$ cat config.mk
export PLATFORM = sky130hd
export DESIGN_NAME = bitmap_row_to_six_bit_printer_chars
export DESIGN_NICKNAME = d
export VERILOG_FILES = /design/src/bm6_pkg.sv /design/src/bm6_front.sv /design/src/bm6_queue.sv /design/src/bm6_back.sv /design/src/bitmap_row_to_six_bit_printer_chars.sv
export SDC_FILE = /design/constraint.sdc
export NUM_CORES = 1
export LEC_CHECK = 0
export BUFFER_PORTS_ARGS = -buffer_cell sky130_fd_sc_hd__buf_2
export CORE_UTILIZATION = 57
export CTS_CLUSTER_DIAMETER = 30
export DETAILED_ROUTE_END_ITERATION = 8
export PLACE_DENSITY = 0.78
export SYNTH_ARGS = -nofsm -noshare
export SYNTH_HDL_FRONTEND = slang
export SYNTH_SLANG_ARGS = --single-unit
$ cat constraint.sdc
create_clock -name clk -period 7.1 [get_ports clk]
set_input_delay 1.065 -clock clk [delete_from_list [all_inputs] [get_ports clk]]
set_output_delay 1.065 -clock clk [all_outputs]
set_load 0.05 [all_outputs]
$ cat src/bm6_pkg.sv
// Shared types, constants and the character mapping for the bitmap row to printer character block.
package bm6_pkg;

  // Largest row width in pixels that the block honours.
  localparam int MAX_ROW_PIXELS = 8192;

  // Width of the row width register, fixed by the configuration word.
  localparam int CFG_W  = 14;
  // Width of a pixel position within a row.
  localparam int POS_W  = $clog2(MAX_ROW_PIXELS);
  // Width that holds both the register value and the clamp limit.
  localparam int LIM_W  = $clog2(MAX_ROW_PIXELS + 1);
  localparam int EXT_W  = (LIM_W > CFG_W) ? LIM_W : CFG_W;

  localparam int BYTE_W  = 8;
  localparam int CHAR_W  = 7;
  localparam int UNIT_W  = 6;
  localparam int CARRY_W = 4;
  localparam int CCNT_W  = 3;
  localparam int ACC_W   = 12;
  localparam int NCNT_W  = 4;

  // At most four characters come out of one pixel byte.
  localparam int ENT_CHARS = 4;
  localparam int SLOT_W    = $clog2(ENT_CHARS);

  // Depth of the queue between the front and the back.
  localparam int Q_DEPTH = 2;
  localparam int Q_AW    = $clog2(Q_DEPTH);
  localparam int Q_CW    = $clog2(Q_DEPTH + 1);

  localparam logic [CFG_W-1:0]  ROW_PIXELS_RST = CFG_W'(8);
  localparam logic [CHAR_W-1:0] CH_END_MARK    = CHAR_W'(5);
  localparam logic [CHAR_W-1:0] CH_NEWLINE     = CHAR_W'(10);

  // One queue entry: the characters that a pixel byte produced.
  typedef struct packed {
    logic [ENT_CHARS-1:0][CHAR_W-1:0] chars;
    logic [SLOT_W-1:0]                last_slot;
  } bm6_entry_t;

  // Queue status seen by its producer and consumer.
  typedef struct packed {
    logic not_empty;
    logic not_full;
  } bm6_q_stat_t;

  // Graphics character: unit reversed (first pixel to bit 0) plus 64.
  function automatic logic [CHAR_W-1:0] unit_char(input logic [UNIT_W-1:0] unit);
    logic [UNIT_W-1:0] rev;
    for (int i = 0; i < UNIT_W; i++) begin
      rev[i] = unit[UNIT_W-1-i];
    end
    return {1'b1, rev};
  endfunction

endpackage

$ cat src/bm6_front.sv
// Front part: holds the row width, takes pixel words and turns each into a list of characters.
module bm6_front
  import bm6_pkg::*;
(
  input  logic               clk,
  input  logic               rst_n,
  input  logic               cfg_wr_en,
  input  logic [CFG_W-1:0]   cfg_row_pixels,
  input  logic               in_valid,
  output logic               in_ready,
  input  logic [BYTE_W-1:0]  in_pixel_byte,
  input  bm6_q_stat_t        q_stat,
  output logic               q_push,
  output bm6_entry_t         q_entry
);

  logic [CFG_W-1:0]   row_pixels_r;
  logic [CARRY_W-1:0] carry_bits_r, carry_bits_nxt;
  logic [CCNT_W-1:0]  carry_cnt_r, carry_cnt_nxt;
  logic [POS_W-1:0]   pos_r, pos_nxt;

  logic [EXT_W-1:0]   width_w;
  logic [EXT_W-1:0]   pos_ext;
  logic [EXT_W-1:0]   diff_w;
  logic               past_end;
  logic               row_end;
  logic [NCNT_W-1:0]  valid_w;
  logic [NCNT_W-1:0]  n_w;
  logic [NCNT_W-1:0]  rem_w;
  logic [ACC_W-1:0]   acc_w;
  logic [ACC_W-1:0]   rem_acc;
  logic [UNIT_W-1:0]  unit_a;
  logic [UNIT_W-1:0]  unit_b;
  logic [UNIT_W-1:0]  unit_p;
  logic               accept;

  assign in_ready = q_stat.not_full;
  assign accept   = in_valid && in_ready;
  assign q_push   = accept;

  // Effective width: zero acts as one, anything above the limit as the limit.
  always_comb begin
    width_w = EXT_W'(row_pixels_r);
    if (row_pixels_r == '0) begin
      width_w = EXT_W'(1);
    end else if (EXT_W'(row_pixels_r) > EXT_W'(MAX_ROW_PIXELS)) begin
      width_w = EXT_W'(MAX_ROW_PIXELS);
    end
  end

  assign pos_ext  = EXT_W'(pos_r);
  assign past_end = (pos_ext >= width_w);
  assign diff_w   = width_w - pos_ext;
  assign row_end  = past_end || (diff_w <= EXT_W'(BYTE_W));

  always_comb begin
    if (past_end) begin
      valid_w = '0;
    end else if (diff_w >= EXT_W'(BYTE_W)) begin
      valid_w = NCNT_W'(BYTE_W);
    end else begin
      valid_w = diff_w[NCNT_W-1:0];
    end
  end

  assign acc_w = (ACC_W'(carry_bits_r) << valid_w)
               | (ACC_W'(in_pixel_byte) >> (NCNT_W'(BYTE_W) - valid_w));
  assign n_w   = NCNT_W'(carry_cnt_r) + valid_w;

  always_comb begin
    unit_a = acc_w[ACC_W-1:UNIT_W];
    unit_b = acc_w[UNIT_W-1:0];
    if (n_w >= NCNT_W'(2 * UNIT_W)) begin
      rem_w = '0;
    end else if (n_w >= NCNT_W'(UNIT_W)) begin
      rem_w  = n_w - NCNT_W'(UNIT_W);
      unit_a = UNIT_W'(acc_w >> rem_w);
    end else begin
      rem_w = n_w;
    end
    rem_acc = acc_w & ~({ACC_W{1'b1}} << rem_w);
    unit_p  = UNIT_W'(rem_acc << (NCNT_W'(UNIT_W) - rem_w));
  end

  // Build the character list in output order.
  always_comb begin
    logic [SLOT_W:0] k;
    k = '0;
    q_entry = '0;
    if (n_w >= NCNT_W'(UNIT_W)) begin
      q_entry.chars[k[SLOT_W-1:0]] = unit_char(unit_a);
      k = k + 1'b1;
    end
    if (n_w >= NCNT_W'(2 * UNIT_W)) begin
      q_entry.chars[k[SLOT_W-1:0]] = unit_char(unit_b);
      k = k + 1'b1;
    end
    if (row_end) begin
      if (rem_w != '0) begin
        q_entry.chars[k[SLOT_W-1:0]] = unit_char(unit_p);
        k = k + 1'b1;
      end
      q_entry.chars[k[SLOT_W-1:0]] = CH_END_MARK;
      k = k + 1'b1;
      q_entry.chars[k[SLOT_W-1:0]] = CH_NEWLINE;
      k = k + 1'b1;
    end
    q_entry.last_slot = SLOT_W'(k - 1'b1);
  end

  always_comb begin
    if (row_end) begin
      carry_bits_nxt = '0;
      carry_cnt_nxt  = '0;
      pos_nxt        = '0;
    end else begin
      carry_bits_nxt = rem_acc[CARRY_W-1:0];
      carry_cnt_nxt  = rem_w[CCNT_W-1:0];
      pos_nxt        = pos_r + POS_W'(BYTE_W);
    end
  end

  always_ff @(posedge clk) begin
    if (!rst_n) begin
      row_pixels_r <= ROW_PIXELS_RST;
      carry_bits_r <= '0;
      carry_cnt_r  <= '0;
      pos_r        <= '0;
    end else begin
      if (cfg_wr_en) begin
        row_pixels_r <= cfg_row_pixels;
      end
      if (accept) begin
        carry_bits_r <= carry_bits_nxt;
        carry_cnt_r  <= carry_cnt_nxt;
        pos_r        <= pos_nxt;
      end
    end
  end

endmodule

$ cat src/bm6_queue.sv
// Short queue of character lists between the front and the back.
module bm6_queue
  import bm6_pkg::*;
(
  input  logic        clk,
  input  logic        rst_n,
  input  logic        push,
  input  bm6_entry_t  push_entry,
  input  logic        pop,
  output bm6_entry_t  head,
  output bm6_q_stat_t stat
);

  bm6_entry_t        mem_r [Q_DEPTH];
  logic [Q_AW-1:0]   wr_ptr_r, rd_ptr_r;
  logic [Q_CW-1:0]   cnt_r;
  logic              do_push, do_pop;

  assign stat.not_empty = (cnt_r != '0);
  assign stat.not_full  = (cnt_r != Q_CW'(Q_DEPTH));
  assign do_push        = push && stat.not_full;
  assign do_pop         = pop && stat.not_empty;
  assign head           = mem_r[rd_ptr_r];

  always_ff @(posedge clk) begin
    if (do_push) begin
      mem_r[wr_ptr_r] <= push_entry;
    end
  end

  always_ff @(posedge clk) begin
    if (!rst_n) begin
      wr_ptr_r <= '0;
      rd_ptr_r <= '0;
      cnt_r    <= '0;
    end else begin
      if (do_push) begin
        wr_ptr_r <= (wr_ptr_r == Q_AW'(Q_DEPTH - 1)) ? '0 : wr_ptr_r + 1'b1;
      end
      if (do_pop) begin
        rd_ptr_r <= (rd_ptr_r == Q_AW'(Q_DEPTH - 1)) ? '0 : rd_ptr_r + 1'b1;
      end
      if (do_push && !do_pop) begin
        cnt_r <= cnt_r + 1'b1;
      end else if (do_pop && !do_push) begin
        cnt_r <= cnt_r - 1'b1;
      end
    end
  end

endmodule

$ cat src/bm6_back.sv
// Back part: walks the head character list and drives the registered output channel.
module bm6_back
  import bm6_pkg::*;
(
  input  logic              clk,
  input  logic              rst_n,
  input  bm6_entry_t        head,
  input  bm6_q_stat_t       q_stat,
  output logic              q_pop,
  output logic              out_valid,
  input  logic              out_ready,
  output logic [CHAR_W-1:0] out_char,
  output logic              out_last
);

  logic [SLOT_W-1:0] slot_r;
  logic              out_valid_r;
  logic [CHAR_W-1:0] out_char_r;
  logic              out_last_r;
  logic              load;
  logic              at_last;

  assign load      = q_stat.not_empty && (!out_valid_r || out_ready);
  assign at_last   = (slot_r == head.last_slot);
  assign q_pop     = load && at_last;
  assign out_valid = out_valid_r;
  assign out_char  = out_char_r;
  assign out_last  = out_last_r;

  always_ff @(posedge clk) begin
    if (load) begin
      out_char_r <= head.chars[slot_r];
      out_last_r <= at_last;
    end
  end

  always_ff @(posedge clk) begin
    if (!rst_n) begin
      out_valid_r <= 1'b0;
      slot_r      <= '0;
    end else begin
      if (load) begin
        out_valid_r <= 1'b1;
        slot_r      <= at_last ? '0 : slot_r + 1'b1;
      end else if (out_ready) begin
        out_valid_r <= 1'b0;
      end
    end
  end

endmodule

$ cat src/bitmap_row_to_six_bit_printer_chars.sv
// Top level: bitmap row bytes in, six-bit printer characters out.
// A word's first character is written into the queue entry and then into the output register.
// Throughput: one character per cycle while the output is not stalled, set by the single-character
// output register; a mid-row word gives one or two characters, the word that ends a row up to four.
// Input words are taken every cycle while the two-entry queue has room.
// Synchronous active-low reset: row width returns to 8, the row restarts, queue and output empty.
module bitmap_row_to_six_bit_printer_chars
  import bm6_pkg::*;
(
  input  logic              clk,
  input  logic              rst_n,
  input  logic              cfg_wr_en,
  input  logic [CFG_W-1:0]  cfg_row_pixels,
  input  logic              in_valid,
  output logic              in_ready,
  input  logic [BYTE_W-1:0] in_pixel_byte,
  output logic              out_valid,
  input  logic              out_ready,
  output logic [CHAR_W-1:0] out_char,
  output logic              out_last
);

  // The front computes, for each accepted word, every character that word causes: the
  // full six-pixel units, and at the end of the row the zero-padded partial unit, the end
  // mark and the newline. The whole list goes into the queue as one entry, so the front
  // never waits on the output side unless the queue is full.
  bm6_entry_t  push_entry;
  bm6_entry_t  head;
  bm6_q_stat_t q_stat;
  logic        q_push;
  logic        q_pop;

  bm6_front u_front (
    .clk            (clk),
    .rst_n          (rst_n),
    .cfg_wr_en      (cfg_wr_en),
    .cfg_row_pixels (cfg_row_pixels),
    .in_valid       (in_valid),
    .in_ready       (in_ready),
    .in_pixel_byte  (in_pixel_byte),
    .q_stat         (q_stat),
    .q_push         (q_push),
    .q_entry        (push_entry)
  );

  // The queue decouples the two sides: a stalled output does not stop the front until
  // both entries are occupied.
  bm6_queue u_queue (
    .clk        (clk),
    .rst_n      (rst_n),
    .push       (q_push),
    .push_entry (push_entry),
    .pop        (q_pop),
    .head       (head),
    .stat       (q_stat)
  );

  // The back hands out the head entry one character at a time through the output
  // register, marking the final character of each entry, and frees the entry with it.
  bm6_back u_back (
    .clk       (clk),
    .rst_n     (rst_n),
    .head      (head),
    .q_stat    (q_stat),
    .q_pop     (q_pop),
    .out_valid (out_valid),
    .out_ready (out_ready),
    .out_char  (out_char),
    .out_last  (out_last)
  );

endmodule

==> impl_metrics.toml, run 1 <==
[clock_tree]
cts_max_path_buffers = 2
cts-root-buf = "clkbuf_16"
numClockSinks = 107
numCtsBuffers = 9
clk_pin_slew_ns = 0.08
h-tree-depth = 3
holdBufCountCts = 0
clk-insertion-delay-late_ns = 0.35
cts_tree = "yes"

[die]
die_w_um = 117.6
die-height_um = 117.6
rows = 41
pin_count = 37
start_util_pct = 59.40
core-area_um2 = 12820
dieArea_um2 = 13830

[layout]
final_cells = 1000
area_growth_syn_to_layout_pct = 11.20
n_fill_cell = 1013
regArea_um2 = 2826
postLayoutCellArea_um2 = 8471
multiInputGateArea_um2 = 4502
nets = 877
diodes = 0
drive_gt1_share_pct = 20.17

[timing]
max_slew_margin_pct = 26.88
period_minus_slack_ns = 6.656
fmax_ghz = 0.1502
drv_slew = 0
tightest_slew_ns = 1.095
hold_viol = 0
setup_ws_ns = 0.4438
finalSetupViolations = 0
min_period_over_period_pct = 93.75
rsz0062_at_grt = "no"
fin_skew_ns = 0.009804
setup_tns_ns = 0

[yosys]
synthCells = 777
synth_edf_count = 68
synthArstFlopShare_pct = 0
synth-seq-cells = 107
synth_cell_types = 92
ys_seq_area_share_pct = 37.06
synth_area_um2 = 7617
synth_flop_cell = "edfxtp_1"
synth_warnings = 0
syn_avg_cell_area_um2 = 9.803

[placement]
place_inst = 983
pre_cts_slack_ns = 0.2628
place_hpwl_mm = 15.75
detailed_place.area_um2 = 8135
gp_congestion = 0.9761
port_buffers = 36

[setup_path]
crit_required_ns = 7.25
crit_cells = 27
crit_family = "compound AO/OA/AOI/OAI gates"
rrSetupSlack_ns = 0.44
r2r-start = "u_front.pos_r[5]"
cp.arrival_ns = 6.81
r2r_end = "u_queue.mem_r[0][9]"
endpoint_kind = "flop"
reg2reg_depth = 27
cp_max_fo = 10
worst-setup-path-type = "reg -> reg"
worst_path_max_delay_cell = "or4_1"
endpoint = "u_queue.mem_r[0][9]"
critPathMaxStageDelay_ns = 0.63
cp-start-kind = "flop"
worstSetupStartpoint = "u_front.pos_r[5]"
worst-path-buf-inv = 4

[pwr]
ir_drop_mv = 0.1740
p_leak_nw = 3.158
p_per_area_nw_per_um2 = 305.6
p_total_mw = 2.589

[route]
via_count = 6538
wl_per_cell_um = 20.52
drt-initial-drc-count = 694
postRouteAntennaNets = 0
routed_wl_mm = 20.52
vias_per_cell = 6.538
drc_errors = 0
drt_pass1_iterations = 5

[min_path]
hold_path_class = "reg -> reg"

[grt]
antenna_found_initial = 0
gr-usage-all-layers_pct = 29.97
globalRouteOverflowTotal = 0
grt_pass1_wl_mm = 32.83
grt_start_max_net_pins = 33
grt_pass1_vias = 6259

[run_status]
outcome = "completed"

[flow_run]
maxCapViolCount = 0
logic make-up (layout without fill, tap and decap cells):
| group | after synthesis | after routing | share of synthesized area, % |
|---|---|---|---|
| AOI/OAI and AO/OA | 199 | 199 | 20.35 |
| xor gates and xnor gates | 25 | 25 | 3.121 |
| adders and majority gates | 27 | 27 | 4.533 |
| buffers and inverters | 80 | 129 | 4.238 |
| DFF | 107 | 107 | 37.06 |
| muxes | 60 | 60 | 11.71 |
| other | 2 | 4 | 0.09859 |
| and+or+nand+nor | 277 | 277 | 18.89 |
worst min-delay path, delay by kind of cell (launching register included):
kind,cells,cell delay [ns]
simple gates,1,0.05
compound gates,1,0.07
flops,1,0.32
worst min-delay path by stage:
stage	from	to	cells past startpoint
6_report	u_front.carry_cnt_r[2]	u_front.carry_cnt_r[2]	2
5_1_grt	u_front.carry_cnt_r[2]	u_front.carry_cnt_r[2]	2
4_1_cts	u_front.carry_cnt_r[2]	u_front.carry_cnt_r[2]	2
3_5_place_dp	u_front.carry_cnt_r[2]	u_front.carry_cnt_r[2]	2
3_3_place_gp	u_front.carry_cnt_r[2]	u_front.carry_cnt_r[2]	2
2_1_floorplan	u_front.carry_cnt_r[2]	u_front.carry_cnt_r[2]	2
routing by layer:
layer / track usage [%] / routed length [um] / vias to the layer above
met1: 39.10 / 8705 / 3186
met3: 3.876 / 1151 / 49
li1: - / - / 3045
met4: 12.50 / 561 / 0
met2: 50.18 / 10100 / 258
met5: 0 / 0 / -
through the flow:
step / hold WS, ns / utilization, %
2_1_floorplan: 0.4453 / -
5_1_grt: 0.5396 / 66.05
4_1_cts: 0.5111 / 65.86
3_5_place_dp: 0.4962 / 63.43
3_3_place_gp: 0.4808 / 63.43
6_report: 0.4998 / 66.05
final cells by class:
type | instances | share of cell area [%]
Sequential cell | 107 | 33.37
Tap cell | 172 | 2.541
Clock inverter | 7 | 1.019
Inverter | 38 | 1.684
Multi-Input combinational cell | 592 | 53.15
Timing Repair Buffer | 75 | 5.583
Clock buffer | 9 | 2.659
sequential cells by signal, summed over array words and instances, names as in the netlist, named ones only:
signal and cells:
u_queue.mem_r 60, u_back.out_valid 1, u_front.row_pixels_r 14, u_front.carry_bits_r 4
u_back.out_char 7, u_back.out_last 1, u_queue.wr_ptr_r 1, u_front.pos_r 10
u_front.carry_cnt_r 3, u_queue.cnt_r 2, u_queue.rd_ptr_r 1, u_back.slot_r 2
layout by cell type, fill, tap and decap left out, types with 11 or more instances in the layout:
master	netlist	routed
o21ai_0	25	24
mux4_2	21	21
xnor2_1	21	20
nor2b_1	38	38
dfxtp_1	39	38
nand2_1	61	61
ha_1	26	25
nand3_1	26	26
edfxtp_1	68	68
buf_4	2	39
inv_1	32	32
o21a_1	11	11
mux2_2	13	13
nor3_1	18	18
mux2i_1	25	25
and3_1	12	12
nor2_1	57	56
a21oi_1	42	41
buf_2	6	36
report_power, final:
part	internal, mW	total, mW	switching [mW]
Sequential	0.843	0.930	0.0863
Combinational	0.454	1.16	0.703
Clock	0.255	0.503	0.248
repair_timing:
action                     CTS  global route
buffers inserted             0             1
gates resized for setup      0             6
setup endpoints to repair    0            46
cell usage after synthesis (5+ instances only):
cell type	n	area [um^2]
a21boi_0	5	37.54
xnor2_1	21	183.9
buf_2	6	30.03
clkbuf_1	29	108.9
nand2_1	61	229.0
nor2_1	57	214.0
and2_1	10	62.56
a22oi_1	6	45.04
edfxtp_1	68	2042
o21ai_0	25	125.1
mux2i_1	25	250.2
and3_1	12	75.07
nor2b_1	38	237.7
dfxtp_1	39	780.8
a311oi_1	5	43.79
a21oi_1	42	210.2
a211o_1	9	78.83
nand3_1	26	130.1
a21o_1	5	37.54
ha_1	26	325.3
nand4_1	9	56.30
nand2b_1	6	37.54
o221ai_1	6	52.55
o211ai_1	7	52.55
mux2_2	13	146.4
inv_1	32	120.1
a32oi_1	6	52.55
o21a_1	11	82.58
nor3_1	18	90.09
mux4_2	21	473.0
nor4_1	9	56.30
a211oi_1	5	37.54
or3_1	9	56.30
No activity file was read; power rests on OpenSTA's default activity.
==> inputs of run 2 (changes only) <==
Settings changed: RECOVER_POWER from default to 25.
==> run 2 against run 1 <==
Against the previous run:
- the run now ends with capacitance limit, slew limit left
- total power about the same
- global-route usage unchanged
- worst setup slack gained 0.021 ns
- design area about the same
- clock power barely moved
- largest cell class unchanged
- clock skew is essentially flat
- sequential share of layout area barely moved
==> impl_metrics.toml, run 2 (synthesized netlist as in run 1, its figures left out) <==
[placement]
pre_cts_slack_ns = 0.2628
place_hpwl_mm = 15.75
gp_congestion = 0.9761
place_inst = 983
port_buffers = 36

[pwr]
power_frac_comb_pct = 44.7
ir_drop_mv = 0.1740
clkPwrFrac_pct = 19.4
p_int_mw = 1.552
seq_power_share_pct = 35.9
p_leak_nw = 3.151
p_per_area_nw_per_um2 = 306.0
switching_power_mw = 1.038
switching_share_pct = 40.06

[timing]
fin_skew_ns = 0.009799
tightest_slew_ns = 1.691
fmax_ghz = 0.1507
setup_tns_ns = 0
min_period_over_period_pct = 93.46
finalSetupViolations = 0
period_minus_slack_ns = 6.636
rsz0062_at_grt = "no"
setup_ws_ns = 0.4644
hold_viol = 0
max_slew_margin_pct = -12.73
timing.hold.ws_ns = 0.5018
drv_slew = 31

[clock_tree]
h-tree-depth = 3
clk-insertion-delay-late_ns = 0.35
numClockSinks = 107
cts_max_path_buffers = 2
cts-root-buf = "clkbuf_16"
numCtsBuffers = 9
clk_pin_slew_ns = 0.08
cts_tree = "yes"

[grt]
antenna_found_initial = 0
grt_start_max_net_pins = 33
globalRouteOverflowTotal = 0
gr-usage-all-layers_pct = 29.97
grt_pass1_wl_mm = 32.83
grt_pass1_vias = 6259

[setup_path]
cp-start-kind = "flop"
cp_max_fo = 10
worst-setup-path-type = "reg -> reg"
crit_required_ns = 7.25
endpoint_kind = "flop"
cp.arrival_ns = 6.79

[run_status]
outcome = "finished, violations left"
failed_checks = "capacitance limit, slew limit"

[layout]
diodes = 0
largest_register_ffs = 60
nets = 877
final_cell_mix = "edfxtp_1, nand2_1, nor2_1"
top_register = "u_queue.mem_r"
final_cells = 1000
drive_gt1_share_pct = 19.93
final_common_cell = "edfxtp_1"
top_regs = "u_queue.mem_r (60), u_front.row_pixels_r (14), u_front.pos_r (10)"
area_growth_syn_to_layout_pct = 11.14

[die]
rows = 41
die_w_um = 117.6
die-height_um = 117.6
start_util_pct = 59.40
core-area_um2 = 12820
dieArea_um2 = 13830
pin_count = 37

[route]
postRouteAntennaNets = 0
drt_pass1_iterations = 6
wl_per_cell_um = 20.54
routed_wl_mm = 20.54
vias_per_cell = 6.540
drc_errors = 0
drt-initial-drc-count = 697
via_count = 6540

[flow_run]
maxCapViolCount = 1

[min_path]
hold_path_class = "reg -> reg"
## run 2: cell types whose count changed in the layout (fill, tap and decap cells not counted), sizes merged
cell	change
buf	-2
clkbuf	+2
## run 2: timing repair
action	in CTS	in global routing
hold buffers	0	0
gates resized for setup	0	6
endpoints found under the setup margin	0	46
setup buffers	0	1
## run 2: worst max-delay path, stage by stage (launching register included)
cell and delay (ns):
dfxtp_1 0.40, inv_1 0.13, ha_2 0.46, nand3_1 0.14, a21oi_2 0.21, o221ai_2 0.14
a2111oi_4 0.47, nand4_2 0.15, or4_1 0.63, inv_2 0.15, ha_1 0.28, nor2b_1 0.20
or2_2 0.36, xor2_4 0.20, nor2_1 0.16, nand2_1 0.13, inv_1 0.09, nand2_1 0.06
o21ai_0 0.12, inv_1 0.07, ha_1 0.23, o41ai_1 0.36, a21oi_1 0.09, a2111oi_0 0.41
a311oi_1 0.10, o32ai_1 0.33, nand2_1 0.12, o221ai_1 0.27
## run 2: layout make-up
class                   count  area (um^2)
clock inverters             7        86.33
repair buffers             75        467.9
fillers                  1016         4359
well taps                 172        215.2
multi-input cells         592         4502
flip-flops and latches    107         2826
inverters                  38        142.6
clock buffers               9        225.2
## run 2: worst paths after layout
kind / to / from / slack (ns) / depth (start not counted)
worst max-delay path: u_queue.mem_r[0][9] / u_front.pos_r[5] / 0.46 / 27
worst min-delay path: u_front.carry_cnt_r[2] / u_front.carry_cnt_r[2] / 0.50 / 2
worst max register to register: u_queue.mem_r[0][9] / u_front.pos_r[5] / 0.46 / 27
worst min register to register: u_front.carry_cnt_r[2] / u_front.carry_cnt_r[2] / 0.50 / 2
## run 2: power by group through the flow
stage,clock [mW],sequential (mW),combinational [mW]
global route,0.536,0.948,1.24
finish,0.503,0.931,1.16
floorplan,0,0.982,0.780
global placement,0,0.934,1.10
CTS,0.509,0.934,1.14
detailed placement,0,0.944,1.13
## run 2: stage by stage
step	util [%]	power, mW	area (um^2)
after global placement	63.43	2.038	8135
after floorplan	-	1.761	7632
after detailed placement	63.43	2.072	8135
after CTS	65.86	2.582	8447
after global routing	66.01	2.721	8466
final	66.01	2.590	8466
## run 2: per-layer routing
layer / GRT usage (%) / share of wire [%] / vias up
li1: - / - / 3045
met1: 39.10 / 42 / 3196
met2: 50.18 / 49 / 247
met3: 3.876 / 5.4 / 52
met4: 12.50 / 2.9 / 0
met5: 0 / 0 / -
